<file path="config.mk">
export PLATFORM = sky130hd
export DESIGN_NAME = i2c_master_irq_transfer_sequencer
export DESIGN_NICKNAME = d
export VERILOG_FILES = /design/src/hdl/i2cmts_pkg.sv /design/src/hdl/i2c_master_irq_transfer_sequencer.sv /design/src/hdl/i2cmts_step.sv
export SDC_FILE = /design/constraint.sdc
export NUM_CORES = 1
export LEC_CHECK = 0
export CORE_MARGIN = 2
export CORE_UTILIZATION = 45
export CTS_BUF_LIST = sky130_fd_sc_hd__clkbuf_4 sky130_fd_sc_hd__clkbuf_8 sky130_fd_sc_hd__clkbuf_16
export DETAILED_ROUTE_END_ITERATION = 12
export DONT_BUFFER_PORTS = 1
export GPL_TIMING_DRIVEN = 0
export PLACE_DENSITY_LB_ADDON = 0.15
export SLEW_MARGIN = 20
export SYNTH_ARGS = -nofsm -noshare
export SYNTH_HDL_FRONTEND = slang
export SYNTH_SLANG_ARGS = --single-unit
</file>
<file path="constraint.sdc">
create_clock -name i_clk -period 4.4 [get_ports i_clk]
set_clock_uncertainty 0.2 [all_clocks]
set_input_delay 0.44 -clock i_clk [delete_from_list [all_inputs] [get_ports i_clk]]
set_output_delay 0.44 -clock i_clk [all_outputs]
set_load 0.01 [all_outputs]
</file>
<file path="src/hdl/i2cmts_pkg.sv">
// ----------------------------------------------------------------------------
// i2cmts_pkg
// types and constants shared by the i2c master transfer sequencer
// ----------------------------------------------------------------------------
`timescale 1ns / 1ps
`default_nettype none

package i2cmts_pkg;

    // operation codes of an input item
    localparam logic [1:0] OP_TX_REQ = 2'd0;
    localparam logic [1:0] OP_RX_REQ = 2'd1;
    localparam logic [1:0] OP_EVENT  = 2'd2;

    // status flag bit positions
    localparam int FL_SB   = 0;
    localparam int FL_ADDR = 1;
    localparam int FL_BTF  = 2;
    localparam int FL_STOPF = 3;
    localparam int FL_TXE  = 4;
    localparam int FL_RXNE = 5;
    localparam int FL_MSL  = 6;
    localparam int FL_TRA  = 7;

    // notify bit positions
    localparam int NT_TX_DONE = 0;
    localparam int NT_RX_DONE = 1;
    localparam int NT_STOP    = 2;
    localparam int NT_DATA_REQ = 3;
    localparam int NT_DATA_RCV = 4;

    localparam int LENGTH_W = 16;

    typedef enum logic [1:0] {
        MODE_READY = 2'd0,
        MODE_TX    = 2'd1,
        MODE_RX    = 2'd2
    } t_mode;

    typedef struct packed {
        logic [1:0]          operation;
        logic [LENGTH_W-1:0] length;
        logic [6:0]          slave_addr;
        logic                keep_bus;
        logic [7:0]          status_flags;
        logic [7:0]          rx_byte;
        logic [7:0]          tx_byte;
    } t_in_item;

    typedef struct packed {
        logic [1:0] prior_state;
        logic       dr_write;
        logic [7:0] dr_value;
        logic       tx_consumed;
        logic       rx_store;
        logic       start_req;
        logic       stop_req;
        logic       ack_on;
        logic       irq_on;
        logic [4:0] notify;
    } t_out_item;

    // sequencer control state apart from the byte counters
    typedef struct packed {
        t_mode      mode;
        logic [6:0] target_addr;
        logic       hold_bus;
        logic       ack_level;
        logic       irq_enabled;
    } t_ctrl;

endpackage

`default_nettype wire

</file>
<file path="src/hdl/i2c_master_irq_transfer_sequencer.sv">
// ----------------------------------------------------------------------------
// i2c_master_irq_transfer_sequencer
// interrupt-driven i2c master transfer sequencer: requests and status events
// in, data register / condition / notify actions out
// ----------------------------------------------------------------------------
//
// channel | direction | handshake                     | payload
// --------+-----------+-------------------------------+-------------------
// in      | input     | i_in_valid / o_in_ready       | i_in_item (t_in_item)
// out     | output    | o_out_valid / i_out_ready     | o_out_item (t_out_item)
// cfg     | input     | i_cfg_valid / o_cfg_ready     | i_cfg_data (ack_default_on)
//
// every item gives exactly one result, staged through the input register and
// then the result register; the two registers let a new item in every cycle
// while the output side is not stalled, with the single step logic between them
// a stalled output holds the result register and the input register, and
// ready falls only when both are full
// synchronous active-low reset: idle, counters zero, ack_default_on set
// ----------------------------------------------------------------------------
`timescale 1ns / 1ps
`default_nettype none

module i2c_master_irq_transfer_sequencer #(
    parameter int LEN_BITS = 16
) (
    input  wire logic                  i_clk,
    input  wire logic                  i_rst_n,
    input  wire logic                  i_in_valid,
    output logic                       o_in_ready,
    input  var i2cmts_pkg::t_in_item   i_in_item,
    output logic                       o_out_valid,
    input  wire logic                  i_out_ready,
    output i2cmts_pkg::t_out_item      o_out_item,
    input  wire logic                  i_cfg_valid,
    output logic                       o_cfg_ready,
    input  wire logic                  i_cfg_data
);

    // input register
    logic                  r_in_valid;
    i2cmts_pkg::t_in_item  r_in_item;

    // sequencer state
    i2cmts_pkg::t_ctrl     r_ctrl;
    logic [LEN_BITS-1:0]   r_tx_left;
    logic [LEN_BITS-1:0]   r_rx_left;
    logic [LEN_BITS-1:0]   r_rx_total;
    logic                  r_ack_default_on;

    // result register
    logic                  r_out_valid;
    i2cmts_pkg::t_out_item r_out_item;

    // step outputs
    i2cmts_pkg::t_ctrl     n_ctrl;
    logic [LEN_BITS-1:0]   n_tx_left;
    logic [LEN_BITS-1:0]   n_rx_left;
    logic [LEN_BITS-1:0]   n_rx_total;
    i2cmts_pkg::t_out_item n_out_item;

    logic advance;
    logic in_take;

    // the staged item moves on when the result register is free or emptying
    assign advance    = r_in_valid && (!r_out_valid || i_out_ready);
    assign o_in_ready = !r_in_valid || advance;
    assign in_take    = i_in_valid && o_in_ready;

    assign o_cfg_ready = 1'b1;

    i2cmts_step #(
        .LEN_BITS (LEN_BITS)
    ) u_step (
        .i_item           (r_in_item),
        .i_ctrl           (r_ctrl),
        .i_tx_left        (r_tx_left),
        .i_rx_left        (r_rx_left),
        .i_rx_total       (r_rx_total),
        .i_ack_default_on (r_ack_default_on),
        .o_ctrl           (n_ctrl),
        .o_tx_left        (n_tx_left),
        .o_rx_left        (n_rx_left),
        .o_rx_total       (n_rx_total),
        .o_result         (n_out_item)
    );

    // control: valid flags and sequencer state
    always_ff @(posedge i_clk) begin
        if (!i_rst_n) begin
            r_in_valid       <= 1'b0;
            r_out_valid      <= 1'b0;
            r_ctrl           <= '{mode: i2cmts_pkg::MODE_READY, target_addr: '0,
                                  hold_bus: 1'b0, ack_level: 1'b0, irq_enabled: 1'b0};
            r_tx_left        <= '0;
            r_rx_left        <= '0;
            r_rx_total       <= '0;
            r_ack_default_on <= 1'b1;
        end else begin
            if (in_take) begin
                r_in_valid <= 1'b1;
            end else if (advance) begin
                r_in_valid <= 1'b0;
            end

            if (advance) begin
                r_out_valid <= 1'b1;
            end else if (i_out_ready) begin
                r_out_valid <= 1'b0;
            end

            // state moves only when the staged item is processed
            if (advance) begin
                r_ctrl     <= n_ctrl;
                r_tx_left  <= n_tx_left;
                r_rx_left  <= n_rx_left;
                r_rx_total <= n_rx_total;
            end

            if (i_cfg_valid) begin
                r_ack_default_on <= i_cfg_data;
            end
        end
    end

    // payload registers
    always_ff @(posedge i_clk) begin
        if (in_take) begin
            r_in_item <= i_in_item;
        end
        if (advance) begin
            r_out_item <= n_out_item;
        end
    end

    assign o_out_valid = r_out_valid;
    assign o_out_item  = r_out_item;

endmodule

`default_nettype wire

</file>
<file path="src/hdl/i2cmts_step.sv">
// ----------------------------------------------------------------------------
// i2cmts_step
// next-state and result logic for one request or status event
// ----------------------------------------------------------------------------
`timescale 1ns / 1ps
`default_nettype none

module i2cmts_step #(
    parameter int LEN_BITS = 16
) (
    input  var i2cmts_pkg::t_in_item  i_item,
    input  var i2cmts_pkg::t_ctrl     i_ctrl,
    input  wire logic [LEN_BITS-1:0]  i_tx_left,
    input  wire logic [LEN_BITS-1:0]  i_rx_left,
    input  wire logic [LEN_BITS-1:0]  i_rx_total,
    input  wire logic                 i_ack_default_on,
    output i2cmts_pkg::t_ctrl         o_ctrl,
    output logic [LEN_BITS-1:0]       o_tx_left,
    output logic [LEN_BITS-1:0]       o_rx_left,
    output logic [LEN_BITS-1:0]       o_rx_total,
    output i2cmts_pkg::t_out_item     o_result
);

    logic [LEN_BITS-1:0]   len_w;
    logic [7:0]            fl;
    i2cmts_pkg::t_ctrl     n_ctrl;
    logic [LEN_BITS-1:0]   n_tx_left;
    logic [LEN_BITS-1:0]   n_rx_left;
    logic [LEN_BITS-1:0]   n_rx_total;
    i2cmts_pkg::t_out_item res;

    assign len_w = LEN_BITS'(i_item.length);
    assign fl    = i_item.status_flags;

    always_comb begin
        n_ctrl     = i_ctrl;
        n_tx_left  = i_tx_left;
        n_rx_left  = i_rx_left;
        n_rx_total = i_rx_total;
        res        = '0;
        res.prior_state = i_ctrl.mode;

        if ((i_item.operation == i2cmts_pkg::OP_TX_REQ ||
             i_item.operation == i2cmts_pkg::OP_RX_REQ) &&
            i_ctrl.mode == i2cmts_pkg::MODE_READY) begin
            if (i_item.operation == i2cmts_pkg::OP_TX_REQ) begin
                n_tx_left   = len_w;
                n_ctrl.mode = i2cmts_pkg::MODE_TX;
            end else begin
                n_rx_left   = len_w;
                n_rx_total  = len_w;
                n_ctrl.mode = i2cmts_pkg::MODE_RX;
            end
            n_ctrl.target_addr = i_item.slave_addr;
            n_ctrl.hold_bus    = i_item.keep_bus;
            n_ctrl.irq_enabled = 1'b1;
            res.start_req      = 1'b1;
        end else if (i_item.operation == i2cmts_pkg::OP_EVENT && i_ctrl.irq_enabled) begin
            // start sent: address byte with r/w bit
            if (fl[i2cmts_pkg::FL_SB]) begin
                if (i_ctrl.mode == i2cmts_pkg::MODE_TX) begin
                    res.dr_write = 1'b1;
                    res.dr_value = {i_ctrl.target_addr, 1'b0};
                end else if (i_ctrl.mode == i2cmts_pkg::MODE_RX) begin
                    res.dr_write = 1'b1;
                    res.dr_value = {i_ctrl.target_addr, 1'b1};
                end
            end
            // one-byte read: nack the only byte
            if (fl[i2cmts_pkg::FL_ADDR] && fl[i2cmts_pkg::FL_MSL] &&
                i_ctrl.mode == i2cmts_pkg::MODE_RX && i_rx_total == LEN_BITS'(1)) begin
                n_ctrl.ack_level = 1'b0;
            end
            // transmit finished
            if (fl[i2cmts_pkg::FL_BTF] && i_ctrl.mode == i2cmts_pkg::MODE_TX &&
                fl[i2cmts_pkg::FL_TXE] && i_tx_left == '0) begin
                res.stop_req       = ~i_ctrl.hold_bus;
                n_ctrl.irq_enabled = 1'b0;
                n_ctrl.mode        = i2cmts_pkg::MODE_READY;
                n_tx_left          = '0;
                res.notify[i2cmts_pkg::NT_TX_DONE] = 1'b1;
            end
            if (fl[i2cmts_pkg::FL_STOPF]) begin
                res.notify[i2cmts_pkg::NT_STOP] = 1'b1;
            end
            // transmit empty: feed the next byte or pass on a slave request
            if (fl[i2cmts_pkg::FL_TXE]) begin
                if (fl[i2cmts_pkg::FL_MSL]) begin
                    if (n_ctrl.mode == i2cmts_pkg::MODE_TX && n_tx_left != '0) begin
                        res.dr_write    = 1'b1;
                        res.dr_value    = i_item.tx_byte;
                        res.tx_consumed = 1'b1;
                        n_tx_left       = n_tx_left - LEN_BITS'(1);
                    end
                end else if (fl[i2cmts_pkg::FL_TRA]) begin
                    res.notify[i2cmts_pkg::NT_DATA_REQ] = 1'b1;
                end
            end
            // receive full
            if (fl[i2cmts_pkg::FL_RXNE]) begin
                if (fl[i2cmts_pkg::FL_MSL]) begin
                    if (n_ctrl.mode == i2cmts_pkg::MODE_RX) begin
                        if (i_rx_total == LEN_BITS'(1)) begin
                            res.rx_store = 1'b1;
                            n_rx_left    = i_rx_left - LEN_BITS'(1);
                        end
                        if (i_rx_total > LEN_BITS'(1)) begin
                            if (i_rx_left == LEN_BITS'(2)) begin
                                n_ctrl.ack_level = 1'b0;
                            end
                            res.rx_store = 1'b1;
                            n_rx_left    = i_rx_left - LEN_BITS'(1);
                        end
                        if (n_rx_left == '0) begin
                            res.stop_req       = ~i_ctrl.hold_bus;
                            n_ctrl.irq_enabled = 1'b0;
                            n_ctrl.mode        = i2cmts_pkg::MODE_READY;
                            n_rx_left          = '0;
                            n_rx_total         = '0;
                            if (i_ack_default_on) begin
                                n_ctrl.ack_level = 1'b1;
                            end
                            res.notify[i2cmts_pkg::NT_RX_DONE] = 1'b1;
                        end
                    end
                end else if (!fl[i2cmts_pkg::FL_TRA]) begin
                    res.notify[i2cmts_pkg::NT_DATA_RCV] = 1'b1;
                end
            end
        end

        res.ack_on = n_ctrl.ack_level;
        res.irq_on = n_ctrl.irq_enabled;
    end

    assign o_ctrl     = n_ctrl;
    assign o_tx_left  = n_tx_left;
    assign o_rx_left  = n_rx_left;
    assign o_rx_total = n_rx_total;
    assign o_result   = res;

endmodule

`default_nettype wire

</file>
==> summary by stage <==
Outcome
The flow ran to the end, and the final reports show no timing, DRC or antenna violations.

Finish
The count of placed standard cells in the final layout, fillers left out is roughly 800. The number of filler instances in the final layout is 1,053. In the final design database the tool counted 680 nets. Cells with a size suffix above 1 make up under 10% of the layout. The final antenna diode count is 0. The relative area change from synthesis to final layout is 23.3%.

Yosys
In the synthesized netlist, the cells that appear most often are edfxtp_1, dfxtp_1, nand2_1. The proportion of synthesized chip area in sequential cells is a little under three fifths. The area of the mapped netlist is between 5000 and 6000 sq um. The most frequent cell after synthesis is edfxtp_1. The count of different cell masters after synthesis is 59. The post-synthesis cell count is ~550. Of the post-synthesis cell area, the dominant cell type holds between 30% and 40%. The average footprint of a synthesized cell is about 10 sq um.

For this run, asynchronously set or reset flops after synthesis account for 0%. Synthesis produced a netlist with a net count of 615. The number of enable flip-flop cells after synthesis is 64. The flip-flop and latch count after synthesis is 127. The commonest register cell after synthesis is edfxtp_1. After synthesis, the cell types taking the most area are edfxtp_1, dfxtp_1, a21oi_1, nand2_1, nor2_1. For this run, the number of Yosys warnings is 0. The synthesized design spends more area on one cell type than any other, namely edfxtp_1.

Floorplanning
The floorplan die area is ~13,000 sq um. The total area inside the core boundary comes to about 12,000 sq um. The die is about 120 um wide.

Pin placement for this block handled ~80 I/O pins. The row count is 40. The die is 116 um tall.

The initial utilization of the core area, before any placement, comes to around 46%.

GRT
The total congestion overflow after global routing is 0. The number of antenna violations at the first check in global routing was 0. The global router's overall resource usage is between 20% and 30%. The pin count of the biggest net entering global routing is 29. The via count of the first global-routing pass came to between 4,000 and 5,000.

The global-route wire length before repair is about 25,000 um.

Worst hold path
The class of the tightest hold or removal check is in -> reg.

Critical path
The critical path startpoint category is a register. In this design, the stage delay of the slowest critical-path cell is just under 0.8 ns. STA classifies the critical path endpoint as a register. The kind of cell adding the most delay to the critical path is buffers and inverters. The setup path with the least slack is of type reg -> reg.

The critical path goes through nor2b_1, nand2b_1, inv_1, and3_1, clkbuf_1, and2_1, buf_1, clkbuf_1, a22o_1. The data required time of the critical path is ~4.6 ns. The worst endpoint data arrival time is ~3.9 ns. The largest fanout on the critical path is 28. The number of buffers and inverters on the critical path is 4. In this design, the critical path's most frequently occurring cell is clkbuf_1. The largest individual stage delay along the critical path comes from the cell inv_1.

Clock tree
The post-CTS repair timing setup buffer count is 0. The cell sitting at the root of the clock tree is a clkbuf_16. The number of gates given a new drive strength after cts is 0. The total number of H-tree levels is 4. After clock tree synthesis, the clock-pin slew on the worst setup and hold paths is ~0.050 ns. The clock network latency to the later pin of the worst-skew pair is approximately 0.42 ns. The number of buffers added by the clock tree synthesis step is 17. For this design, the sink count on the clock tree is between 100 and 150. TritonCTS built the clock tree.

The maximum clock path buffer count is 2.

Place
The HPWL after detailed placement is ~11,000 um. Routability-driven placement finished with a final weighted congestion of between 0.9 and 1. After detailed placement, the design holds a cell count of 721.

Port buffering added 0 buffers.

Power and ir drop
Summed over all cells, the static leakage comes to ~2.4 nW. The areal power density over the cells is between 400 and 500 nW/um^2. Across the VDD grid, the largest voltage drop is 289 uV.

Detailed routing
The detail route stage leaves a number of antenna-violating nets equal to 0. The wire length per cell is 20.2 um. For this block, the routed nets add up to roughly 16,000 um of wire. The total via count after detailed routing is roughly 4,700. The detailed-routing iteration count for the pre-antenna-repair pass is 7. The DRC violation count after routing is 0. The number of vias per cell is between 5 and 6.

The violation count after the first detailed-route iteration is ~420.

STA
The slew at the pin closest to its max-slew limit is around 1 ns. The max-slew violation count is 0. The summed negative setup slack over all endpoints is 0 ns. The routed design could run at a clock period as short as 3.77 ns. Setup repair after global routing left no endpoint under its margin.

The worst path uses a little under nine tenths of the clock period. The remaining max-slew budget at the tightest pin is 33.2%. Static timing analysis puts the maximum clock frequency at roughly 270 MHz. The final setup violation count is 0. The number of failing hold endpoints at the final stage is 0.

Run
The number of max-cap violations is 0.
## worst paths after layout
path	start	endpoint	slack (ns)	depth (start not counted)
min reg2reg	r_tx_left[5]$_SDFFE_PN0P_	r_tx_left[5]$_SDFFE_PN0P_	0.28	2
max reg2reg	o_out_valid$_SDFFE_PN0P_	r_rx_total[2]$_SDFFE_PN0P_	0.63	9
max	o_out_valid$_SDFFE_PN0P_	r_rx_total[2]$_SDFFE_PN0P_	0.63	9
min	i_out_ready	o_out_valid$_SDFFE_PN0P_	0.04	3
## sequential cells by signal, indices dropped and copies added (netlist names), 12 cells and up
signal      count
o_out_item     22
r_ctrl         12
r_in_item      42
r_rx_left      16
r_rx_total     16
r_tx_left      16
## layout make-up
type	count	area (sq um)	area share, %
Sequential cell	127	3180	46.1
Multi-Input combinational cell	383	2240	32.4
Timing Repair Buffer	46	470	6.81
Clock buffer	20	460	6.66
Tap cell	168	210	3.04
Clock inverter	12	165	2.39
Buffer	30	140	2.03
Inverter	12	45.0	0.652
## worst reg2reg max path, stage by stage (launching register included)
cell and delay (ns):
dfxtp_1 0.34, nor2b_1 0.17, nand2b_1 0.28, inv_1 0.79
and3_1 0.26, clkbuf_1 0.51, and2_1 0.22, buf_1 0.26
clkbuf_1 0.48, a22o_1 0.22
## power by group
group / internal (mW) / switching, mW / leakage [nW]
combinational: 0.130 / 0.212 / 0.989
sequential: 1.30 / 0.0431 / 1.14
clock: 0.975 / 0.501 / 0.300
## kinds of logic (layout without fill, tap and decap cells)
group / Yosys count / after routing / share of synthesized area [%]
AO/OA/AOI/OAI: 167 / 167 / 19.7
XOR/XNOR: 2 / 2 / 0.313
adder cells (fa/ha/maj): 7 / 7 / 1.56
buffers and inverters: 42 / 120 / 3.30
flip-flops: 127 / 127 / 56.8
multiplexers: 2 / 2 / 0.357
other: 1 / 1 / 0.0669
AND/OR/NAND/NOR: 204 / 204 / 17.9
## stage by stage
stage,util (%),power [mW],setup WS [ns],instance area [sq um],hold WS [ns]
5_1_grt,57.3,3.27,0.299,6910,0.0672
3_5_place_dp,48.4,1.67,0.655,5830,0.264
3_3_place_gp,48.2,1.67,0.661,5810,0.260
4_1_cts,57.3,3.17,0.629,6910,0.0224
6_report,57.3,3.16,0.629,6910,0.0388
2_1_floorplan,-,1.57,1.29,5600,0.235
## per-layer routing
layer,share of wire [%],vias to the layer above,track usage (%)
li1,-,2214,-
met1,46,2211,35.5
met2,44,195,37.7
met3,7.3,35,7.53
met4,2.1,0,10.7
met5,0,-,0
## placed cells by master (no fill, tap or decap), types with 6 or more instances in the layout
cell,n
a21oi_1,48
a22o_1,19
a22oi_1,10
a31oi_1,11
clkbuf_1,23
clkbuf_16,17
dfxtp_1,63
dlygate4sd3_1,45
edfxtp_1,64
ha_1,7
inv_1,12
nand2_1,63
nand3_1,19
nor2_1,55
nor3_1,11
nor4_1,11
o21ai_0,35
o31ai_1,6
or3_1,6
or4_1,6
## repair_timing
action / 4_1_cts / 5_1_grt
hold buffers: 45 / 0
setup endpoints to repair: 0 / 0
endpoints found under the hold margin: 44 / 0
No activity file was read; power rests on OpenSTA's default activity.
